[src/hw/rtl/lwss_pkg.sv]
// ----------------------------------------------------------------------------
// lwss_pkg: shared types and constants of the link watchdog speed smoother
// Register indexes, configuration reset values, the link status record and
// the alpha saturation helper.
// ----------------------------------------------------------------------------
package lwss_pkg;

  localparam int unsigned NumWheels  = 3;
  localparam int unsigned FracBits   = 8;
  localparam int unsigned AlphaW     = 9;
  localparam int unsigned LevelW     = 8;
  localparam int unsigned QualityW   = 9;
  localparam int unsigned DriveW     = 16;
  localparam int unsigned CfgIndexW  = 3;
  localparam int unsigned CfgDataW   = 9;
  localparam int unsigned OutDataW   = 64;

  localparam logic [AlphaW-1:0] AlphaOne = 9'd256;

  typedef enum logic [CfgIndexW-1:0] {
    CFG_ALPHA         = 3'd0,
    CFG_QUALITY_FLOOR = 3'd1,
    CFG_QUALITY_CEIL  = 3'd2,
    CFG_FRESH_BOOST   = 3'd3,
    CFG_DISABLE_LEVEL = 3'd4,
    CFG_ENABLE_LEVEL  = 3'd5
  } cfg_idx_e;

  typedef struct packed {
    logic [AlphaW-1:0] alpha;
    logic [LevelW-1:0] quality_floor;
    logic [LevelW-1:0] quality_ceiling;
    logic [LevelW-1:0] fresh_boost;
    logic [LevelW-1:0] disable_level;
    logic [LevelW-1:0] enable_level;
  } cfg_t;

  localparam cfg_t CfgReset = '{
    alpha:           9'd102,
    quality_floor:   8'd5,
    quality_ceiling: 8'd100,
    fresh_boost:     8'd30,
    disable_level:   8'd30,
    enable_level:    8'd70
  };

  // link status after the current tick
  typedef struct packed {
    logic                enabled;
    logic [QualityW-1:0] quality;
  } link_status_t;

  function automatic logic [AlphaW-1:0] sat_alpha(input logic [AlphaW-1:0] a);
    sat_alpha = (a > AlphaOne) ? AlphaOne : a;
  endfunction

endpackage

[src/hw/rtl/lwss_link_watch.sv]
// ----------------------------------------------------------------------------
// lwss_link_watch: link quality counter and enable flag with hysteresis
// Decrements and clamps the quality, adds the boost on a fresh command and
// updates the enable flag; state advances on each processed word.
// ----------------------------------------------------------------------------
module lwss_link_watch (
  input  logic                   clk_i,
  input  logic                   rst_ni,
  input  logic                   advance_i,
  input  logic                   fresh_i,
  input  lwss_pkg::cfg_t         cfg_i,
  output lwss_pkg::link_status_t status_o
);

  logic [lwss_pkg::QualityW-1:0] quality_q, quality_d;
  logic                          enabled_q, enabled_d;

  logic signed [lwss_pkg::QualityW:0] dec;
  logic signed [lwss_pkg::QualityW:0] ceil_s;
  logic signed [lwss_pkg::QualityW:0] floor_s;
  logic [lwss_pkg::LevelW-1:0]        clamped;

  always_comb begin
    dec     = $signed({1'b0, quality_q}) - 10'sd1;
    ceil_s  = $signed({2'b00, cfg_i.quality_ceiling});
    floor_s = $signed({2'b00, cfg_i.quality_floor});
    // ceiling test wins when floor sits above ceiling
    if (dec >= ceil_s) begin
      clamped = cfg_i.quality_ceiling;
    end else if (dec <= floor_s) begin
      clamped = cfg_i.quality_floor;
    end else begin
      clamped = dec[lwss_pkg::LevelW-1:0];
    end
    quality_d = {1'b0, clamped};
    if (fresh_i) begin
      quality_d = {1'b0, clamped} + {1'b0, cfg_i.fresh_boost};
    end
    if (quality_d <= {1'b0, cfg_i.disable_level}) begin
      enabled_d = 1'b0;
    end else if (quality_d >= {1'b0, cfg_i.enable_level}) begin
      enabled_d = 1'b1;
    end else begin
      enabled_d = enabled_q;
    end
  end

  always_ff @(posedge clk_i or negedge rst_ni) begin
    if (!rst_ni) begin
      quality_q <= '0;
      enabled_q <= 1'b1;
    end else if (advance_i) begin
      quality_q <= quality_d;
      enabled_q <= enabled_d;
    end
  end

  assign status_o.enabled = enabled_d;
  assign status_o.quality = quality_d;

endmodule

[src/hw/rtl/lwss_filter_lane.sv]
// ----------------------------------------------------------------------------
// lwss_filter_lane: first-order smoothing filter of one wheel speed
// Moves the fixed-point state toward the target by alpha/256 with floor
// rounding; clears the state while control is disabled.
// ----------------------------------------------------------------------------
module lwss_filter_lane #(
  parameter int unsigned SPEED_BITS = 16
) (
  input  logic                                clk_i,
  input  logic                                rst_ni,
  input  logic                                advance_i,
  input  logic                                enabled_i,
  input  logic [lwss_pkg::AlphaW-1:0]         alpha_i,
  input  logic signed [SPEED_BITS-1:0]        target_i,
  output logic [lwss_pkg::DriveW-1:0]         drive_o
);

  localparam int unsigned StateW = SPEED_BITS + lwss_pkg::FracBits;
  localparam int unsigned ProdW  = StateW + 1 + lwss_pkg::AlphaW + 1;
  localparam int unsigned ExtW   = (SPEED_BITS > lwss_pkg::DriveW) ? SPEED_BITS
                                                                    : lwss_pkg::DriveW;

  logic signed [StateW-1:0]  speed_q, speed_d;
  logic signed [StateW-1:0]  target_fx;
  logic signed [StateW:0]    diff;
  logic signed [ProdW-1:0]   prod;
  logic signed [ProdW-1:0]   step;
  logic signed [StateW:0]    sum;
  logic signed [ExtW-1:0]    drive_ext;

  always_comb begin
    target_fx = {target_i, {lwss_pkg::FracBits{1'b0}}};
    diff      = (StateW+1)'(target_fx) - (StateW+1)'(speed_q);
    prod      = ProdW'(diff) * ProdW'($signed({1'b0, alpha_i}));
    // floor division by 256
    step      = prod >>> lwss_pkg::FracBits;
    sum       = (StateW+1)'(speed_q) + step[StateW:0];
    speed_d   = enabled_i ? sum[StateW-1:0] : '0;
    drive_ext = ExtW'($signed(speed_d[StateW-1:lwss_pkg::FracBits]));
  end

  always_ff @(posedge clk_i or negedge rst_ni) begin
    if (!rst_ni) begin
      speed_q <= '0;
    end else if (advance_i) begin
      speed_q <= speed_d;
    end
  end

  assign drive_o = drive_ext[lwss_pkg::DriveW-1:0];

endmodule

[src/hw/rtl/link_watchdog_speed_smoother_core.sv]
// ----------------------------------------------------------------------------
// link_watchdog_speed_smoother_core: link watchdog and three-wheel smoother
// One control tick per input word: updates link quality and enable flag,
// then smooths the three wheel speeds.
// ----------------------------------------------------------------------------
// Usage:
//   s_axis carries one tick per word: tdata holds the three wheel targets,
//   tuser the command-fresh flag. m_axis returns one word per tick: tdata
//   holds the three smoothed drives and the link quality, tuser the enable
//   flag after that tick.
//   The result passes through an input register, then the quality/filter
//   logic into the result register.
//   Throughput is one word per cycle while m_axis_tready is high; the input
//   register and result register form a two-deep pipeline, so a new word is
//   taken while a result waits.
//   When m_axis_tready is low, the result holds, the pending input holds and
//   s_axis_tready drops once both stages are full; no state advances until
//   the result register can take the next word.
//   The cfg channel is always ready; write registers only while idle.
//   Reset clears quality to zero, sets control enabled, clears the filter
//   states and loads the register defaults.
// ----------------------------------------------------------------------------
module link_watchdog_speed_smoother_core #(
  parameter int unsigned SPEED_BITS = 16
) (
  input  logic                                 clk_i,
  input  logic                                 rst_ni,
  // configuration write channel
  input  logic                                 cfg_valid_i,
  output logic                                 cfg_ready_o,
  input  logic [lwss_pkg::CfgIndexW-1:0]       cfg_index_i,
  input  logic [lwss_pkg::CfgDataW-1:0]        cfg_data_i,
  // input stream
  input  logic                                 s_axis_tvalid_i,
  output logic                                 s_axis_tready_o,
  // target_m1, target_m2, target_m3, zero fill
  input  logic [((3*SPEED_BITS+7)/8)*8-1:0]    s_axis_tdata_i,
  // command_fresh
  input  logic [0:0]                           s_axis_tuser_i,
  // result stream
  output logic                                 m_axis_tvalid_o,
  input  logic                                 m_axis_tready_i,
  // drive_m1, drive_m2, drive_m3, link_quality, zero fill
  output logic [lwss_pkg::OutDataW-1:0]        m_axis_tdata_o,
  // control_enabled
  output logic [0:0]                           m_axis_tuser_o
);

  localparam int unsigned NW = lwss_pkg::NumWheels;

  lwss_pkg::cfg_t cfg_q;

  logic                         in_valid_q;
  logic                         fresh_q;
  logic signed [SPEED_BITS-1:0] target_q [NW];

  logic                             out_valid_q;
  logic [lwss_pkg::OutDataW-1:0]    out_data_q, out_data_d;
  logic                             out_enabled_q;

  logic                         advance;
  logic                         in_take;
  lwss_pkg::link_status_t       status;
  logic [lwss_pkg::AlphaW-1:0]  alpha_sat;
  logic [lwss_pkg::DriveW-1:0]  drive [NW];

  // configuration registers
  assign cfg_ready_o = 1'b1;

  always_ff @(posedge clk_i or negedge rst_ni) begin
    if (!rst_ni) begin
      cfg_q <= lwss_pkg::CfgReset;
    end else if (cfg_valid_i) begin
      unique case (cfg_index_i)
        lwss_pkg::CFG_ALPHA:         cfg_q.alpha           <= cfg_data_i;
        lwss_pkg::CFG_QUALITY_FLOOR: cfg_q.quality_floor   <= cfg_data_i[lwss_pkg::LevelW-1:0];
        lwss_pkg::CFG_QUALITY_CEIL:  cfg_q.quality_ceiling <= cfg_data_i[lwss_pkg::LevelW-1:0];
        lwss_pkg::CFG_FRESH_BOOST:   cfg_q.fresh_boost     <= cfg_data_i[lwss_pkg::LevelW-1:0];
        lwss_pkg::CFG_DISABLE_LEVEL: cfg_q.disable_level   <= cfg_data_i[lwss_pkg::LevelW-1:0];
        lwss_pkg::CFG_ENABLE_LEVEL:  cfg_q.enable_level    <= cfg_data_i[lwss_pkg::LevelW-1:0];
        default: ;
      endcase
    end
  end

  // pipeline handshake: advance when the result stage is free or draining
  assign advance         = in_valid_q && (!out_valid_q || m_axis_tready_i);
  assign s_axis_tready_o = !in_valid_q || advance;
  assign in_take         = s_axis_tvalid_i && s_axis_tready_o;

  always_ff @(posedge clk_i or negedge rst_ni) begin
    if (!rst_ni) begin
      in_valid_q <= 1'b0;
    end else if (s_axis_tready_o) begin
      in_valid_q <= s_axis_tvalid_i;
    end
  end

  always_ff @(posedge clk_i) begin
    if (in_take) begin
      fresh_q <= s_axis_tuser_i[0];
      for (int i = 0; i < NW; i++) begin
        target_q[i] <= s_axis_tdata_i[i*SPEED_BITS +: SPEED_BITS];
      end
    end
  end

  assign alpha_sat = lwss_pkg::sat_alpha(cfg_q.alpha);

  lwss_link_watch u_link_watch (
    .clk_i     (clk_i),
    .rst_ni    (rst_ni),
    .advance_i (advance),
    .fresh_i   (fresh_q),
    .cfg_i     (cfg_q),
    .status_o  (status)
  );

  for (genvar w = 0; w < NW; w++) begin : g_lane
    lwss_filter_lane #(
      .SPEED_BITS (SPEED_BITS)
    ) u_lane (
      .clk_i     (clk_i),
      .rst_ni    (rst_ni),
      .advance_i (advance),
      .enabled_i (status.enabled),
      .alpha_i   (alpha_sat),
      .target_i  (target_q[w]),
      .drive_o   (drive[w])
    );
  end

  assign out_data_d = {
    {(lwss_pkg::OutDataW - NW*lwss_pkg::DriveW - lwss_pkg::QualityW){1'b0}},
    status.quality, drive[2], drive[1], drive[0]
  };

  // result register
  always_ff @(posedge clk_i or negedge rst_ni) begin
    if (!rst_ni) begin
      out_valid_q <= 1'b0;
    end else if (advance) begin
      out_valid_q <= 1'b1;
    end else if (m_axis_tready_i) begin
      out_valid_q <= 1'b0;
    end
  end

  always_ff @(posedge clk_i) begin
    if (advance) begin
      out_data_q    <= out_data_d;
      out_enabled_q <= status.enabled;
    end
  end

  assign m_axis_tvalid_o   = out_valid_q;
  assign m_axis_tdata_o    = out_data_q;
  assign m_axis_tuser_o[0] = out_enabled_q;

endmodule

[config.mk]
export PLATFORM = sky130hd
export DESIGN_NAME = link_watchdog_speed_smoother_core
export DESIGN_NICKNAME = d
export VERILOG_FILES = /design/src/hw/rtl/lwss_pkg.sv /design/src/hw/rtl/lwss_link_watch.sv /design/src/hw/rtl/lwss_filter_lane.sv /design/src/hw/rtl/link_watchdog_speed_smoother_core.sv
export SDC_FILE = /design/constraint.sdc
export NUM_CORES = 2
export LEC_CHECK = 0
export BUFFER_PORTS_ARGS = -buffer_cell sky130_fd_sc_hd__clkbuf_2
export CELL_PAD_IN_SITES_DETAIL_PLACEMENT = 1
export CELL_PAD_IN_SITES_GLOBAL_PLACEMENT = 1
export CORE_MARGIN = 4
export CORE_UTILIZATION = 46
export DETAILED_ROUTE_END_ITERATION = 10
export GPL_TIMING_DRIVEN = 0
export HOLD_SLACK_MARGIN = 0.03
export PLACE_DENSITY = 0.91
export SETUP_SLACK_MARGIN = 0.5
export SLEW_MARGIN = 20
export SYNTH_ARGS = -nofsm -noshare
export SYNTH_HDL_FRONTEND = slang
export SYNTH_SLANG_ARGS = --single-unit
[constraint.sdc]
create_clock -name clk_i -period 8.75 [get_ports clk_i]
set_input_delay 0.875 -clock clk_i [delete_from_list [all_inputs] [get_ports clk_i]]
set_output_delay 0.875 -clock clk_i [all_outputs]
set_load 0.02 [all_outputs]
==> out/qor.txt, run 1 <==
TritonCTS buffer count = 29
Err = [ERROR GRT-0232] Routing congestion too high. Check the congestion heatmap in the GUI.
synth unique cells = 88
Worst endpoint type = register data pin
Sinks on Clock Net = 240
dpl cells = 5263
Worst endpoint, post-GRT repair = m_axis_tdata_o[15]$_DFFE_PP_/D
H-tree level count = 1
syn_area_per_cell = 9.05 sq um
sequential cell area fraction in the yosys report = 17.8%
DP HPWL = 109 mm
starting density of the core = 46.6%
largest net degree at the start of global routing = 85
cell row count = 103
I/O Buffers = 124
EDFF count, synth = 107
count of state elements after synthesis = 240
Hold Buf Count CTS = 0
CTS max path bufs = 3
run status = aborted with a tool error
Die Span Y = 291 um
Die Wd = 291 um
synthesized cell area = 36900 sq um
Root Buffer = clkbuf_16
Fail Step = 5_1_grt
GRT Total Usage = 75.6%
Synth Instances = 4079
grt ovf = 267
Final GP Congestion = 0.915
io pins = 134
Top FF cell, synth = dfrtp_1
Async S/R FF share, synth = 55.4%
initial antenna violation count = 50
warning count from the yosys run = 0
timing repair:
action	CTS
gates resized for setup	430
buffers inserted	183
endpoints found under the setup margin	106
pin swaps	219
metrics by stage:
step           utilization [%]  area [sq um]  setup WS [ps]  hold WS (ps)
3_3_place_gp              49.6         39300          -1520           449
4_1_cts                   55.5         44000           -877           217
3_5_place_dp              49.8         39500          -1910           475
2_1_floorplan                -         37400            373           439
routing by layer:
layer  overflow  track usage [%]
met1         15             70.7
met2        131             89.2
met3         11             68.4
met4        108             75.1
met5          2             52.7
cells in the mapped netlist (all sizes together) (7+ instances only):
master  count  area (sq um)
inv       716          2690
nand2     529          1990
fa        520         10400
ha        362          4530
nor2      304          1140
xnor2     165          1450
and2      164          1030
a21oi     127           647
clkbuf    116           435
dfrtp     112          2800
o21ai     110           551
edfxtp    107          3210
xor2       87           769
a21o       86           646
o31ai      54           424
nor3       52           260
o21a       42           315
nor2b      41           257
mux2       39           439
nand2b     34           213
nand3      31           155
nand4      22           138
dfstp      21           552
a31oi      18           113
buf        17          93.8
o211ai     15           113
o22ai      15           100
o21bai     14           105
a21boi     11          82.6
a31o       11          96.3
nor4       11          75.1
a211oi      9          67.6
and3        9          56.3
or3         9          56.3
a22oi       7          57.6
o41ai       7          61.3
or2         7          43.8
cells by family after synthesis:
group	share of synthesized area, %
xor gates and xnor gates	6.08
adders and majority gates	40.5
other	0.0203
buffers and inverters	8.72
and+or+nand+nor	15.3
muxes	1.35
DFF	17.8
AOI/OAI and AO/OA	10.3
==> run 2, diff against run 1 <==
--- a/config.mk
+++ b/config.mk
@@ -6,15 +6,11 @@
 export NUM_CORES = 2
 export LEC_CHECK = 0
 export BUFFER_PORTS_ARGS = -buffer_cell sky130_fd_sc_hd__clkbuf_2
-export CELL_PAD_IN_SITES_DETAIL_PLACEMENT = 1
-export CELL_PAD_IN_SITES_GLOBAL_PLACEMENT = 1
 export CORE_MARGIN = 4
-export CORE_UTILIZATION = 46
+export CORE_UTILIZATION = 40
 export DETAILED_ROUTE_END_ITERATION = 10
 export GPL_TIMING_DRIVEN = 0
-export HOLD_SLACK_MARGIN = 0.03
-export PLACE_DENSITY = 0.91
-export SETUP_SLACK_MARGIN = 0.5
+export PLACE_DENSITY_LB_ADDON = 0.15
 export SLEW_MARGIN = 20
 export SYNTH_ARGS = -nofsm -noshare
 export SYNTH_HDL_FRONTEND = slang
==> constraint.sdc (replaced) <==
create_clock -name clk_i -period 11.38 [get_ports clk_i]
set_input_delay 1.138 -clock clk_i [delete_from_list [all_inputs] [get_ports clk_i]]
set_output_delay 1.138 -clock clk_i [all_outputs]
set_load 0.02 [all_outputs]
==> out/qor.txt, run 2 <==
run status = complete, no violations
CP max stage delay = 790 ps
warning count from the yosys run = 0
Worst setup startpoint = g_lane[0].u_lane.speed_q[0]$_DFFE_PN0P_
CTS tree = done
Crit path arrival time = 11060 ps
post-layout util = 44.0%
synth top area cells = fa_1 (28%), ha_1 (12%), edfxtp_1 (8.7%)
final clock skew = 69.3 ps
Synth Instances = 4079
sequential cell area fraction in the yosys report = 17.8%
DP HPWL = 89.6 mm
post-synth top area cell = fa_1
Via density = 5.15
Hold Buf Count CTS = 0
initial antenna violation count = 5
Async S/R FF share, synth = 55.4%
syn_area_per_cell = 9.05 sq um
grt ovf = 0
post-route minimum period = 10700 ps
routed len/inst = 20.2 um
synthesized cell area = 36900 sq um
Fill cells = 9144
P&R area growth vs syn = 9.26%
Sinks on Clock Net = 240
die area = 97200 sq um
share of layout cells above drive strength 1 = 7.37%
Final GP Congestion = 0.867
number of max-cap violations = 0
Required @ worst endpoint = 11740 ps
synth unique cells = 88
most common cell in the synthesized netlist = inv_1
Worst Tran Pin Value = 1210 ps
io pins = 134
endpoint class of the critical path = register
R2R Path Start = g_lane[0].u_lane.speed_q[0]$_DFFE_PN0P_
CP max FO = 7
f_max = 93.5 MHz
GRT Total Usage = 23.0%
Layout Nets = 5197
RSZ-0062 raised after global routing = false
CTS max path bufs = 3
period utilisation layout = 94.0%
Die Wd = 312 um
Crit Path Category = register to register
R2R cell count = 39
I/O Buffers = 124
most common cell after layout, fill and taps aside = inv_1
setup bufs post-CTS = 0
Die Span Y = 312 um
R2R Path End = m_axis_tdata_o[15]$_DFFE_PP_
DR pass1 iterations = 5
EDFF count, synth = 107
Final setup viols = 0
global-route wire length before repair = 174 mm
max-slew violations = 0
CP max stage cell = nor3_1
initial drt markers = 1501
Hold Fails Final Rpt = 0
Total Wirelength = 110 mm
post-synth top area share = 28.2%
Top FF cell, synth = dfrtp_1
post-route antenna net violation count = 0
count of state elements after synthesis = 240
routed vias = 28100
vias in the first global route = 29400
cell row count = 111
most frequent cells in the layout = inv_1 (716), nand2_1 (529), fa_1 (520)
Residual DRC = 0
TritonCTS buffer count = 30
placeable core area = 91700 sq um
starting density of the core = 40.3%
largest net degree at the start of global routing = 83
CP most frequent cell = fa_1
synth cell count leaders = inv_1 (716), nand2_1 (529), fa_1 (520)
max reg flops = 72
Reg2Reg Setup Slack = 680 ps
Biggest register = g_lane.u_lane.speed_q
Root Buffer = clkbuf_16
slew margin rel. = 19.1%
Reg clk slew, reported paths = 70 ps
worst hold path class = input pin to async pin
H-tree level count = 1
Worst-Skew Late Latency = 660 ps
type of origin of the critical path = register
==> run 2: cell counts after synthesis <==
Identical to the previous run, type by type.
==> run 2: metrics by stage <==
stage                     setup slack, ps  hold WS (ps)  setup TNS (ps)  area (sq um)  cells
after floorplan                      2270           439               0         36900   4085
after global placement              -18.5           460           -36.3         39000   5395
after detailed placement             42.5           472               0         39300   5403
after CTS                             336           462               0         40300   5459
after global routing                 27.3           484               0         40300   5460
final                                 684           486               0         40300   5461
==> run 2: worst max path at each step <==
stage | end | slack [ps] | cells after the start
2_1_floorplan | g_lane[1].u_lane.speed_q[23]$_DFFE_PN0P_ | 2270 | 39
4_1_cts | m_axis_tdata_o[31]$_DFFE_PP_ | 340 | 39
5_1_grt | m_axis_tdata_o[15]$_DFFE_PP_ | 30 | 39
6_report | m_axis_tdata_o[15]$_DFFE_PP_ | 680 | 39
3_5_place_dp | m_axis_tdata_o[31]$_DFFE_PP_ | 40 | 39
3_3_place_gp | g_lane[1].u_lane.speed_q[23]$_DFFE_PN0P_ | -20 | 39
==> run 2: cell type report <==
type                       instances  area, sq um  area share [%]
clock buffer                      34          786            1.95
timing repair buffer             132          796            1.97
antenna                            2         5.00          0.0124
tap                             1186         1480            3.68
sequential                       240         6570            16.3
multi-input combinational       2995        27200            67.5
clock inverter                    22          231           0.574
buffer                           133          549            1.36
inverter                         717         2690            6.67
==> run 2: logic make-up after synthesis <==
kind of cell | count (synthesis) | share of synthesized area, %
and+or+nand+nor | 1239 | 15.3
other | 2 | 0.0203
DFF | 240 | 17.8
AOI/OAI and AO/OA | 568 | 10.3
xor gates and xnor gates | 253 | 6.08
muxes | 45 | 1.35
adders and majority gates | 882 | 40.5
buffers and inverters | 850 | 8.72
==> run 2: repair_timing <==
action                                 CTS  global route
pin swaps                                0             0
endpoints found under the hold margin    0             0
resized for setup                        1             7
setup endpoints to repair                1             9
==> run 2: worst max-delay path, delay by kind of cell, from the launching register on <==
family	cells	cell delay, ps
AOI/OAI and AO/OA	11	2580
xor gates and xnor gates	5	1320
adders and majority gates	7	3280
buffers and inverters	3	150
DFF	1	500
and+or+nand+nor	13	2630
==> run 2: per-layer routing <==
metal	vias to the layer above	wire length, um	track usage, %
met1	14100	49500	31.2
met5	-	13	0
li1	13300	-	-
met2	560	52900	39.4
met3	108	5040	2.76
met4	2	2830	5.78
Power of run 2 is not shown: default switching activity piles up to over one toggle a cycle in this logic, so the estimate is an artifact.
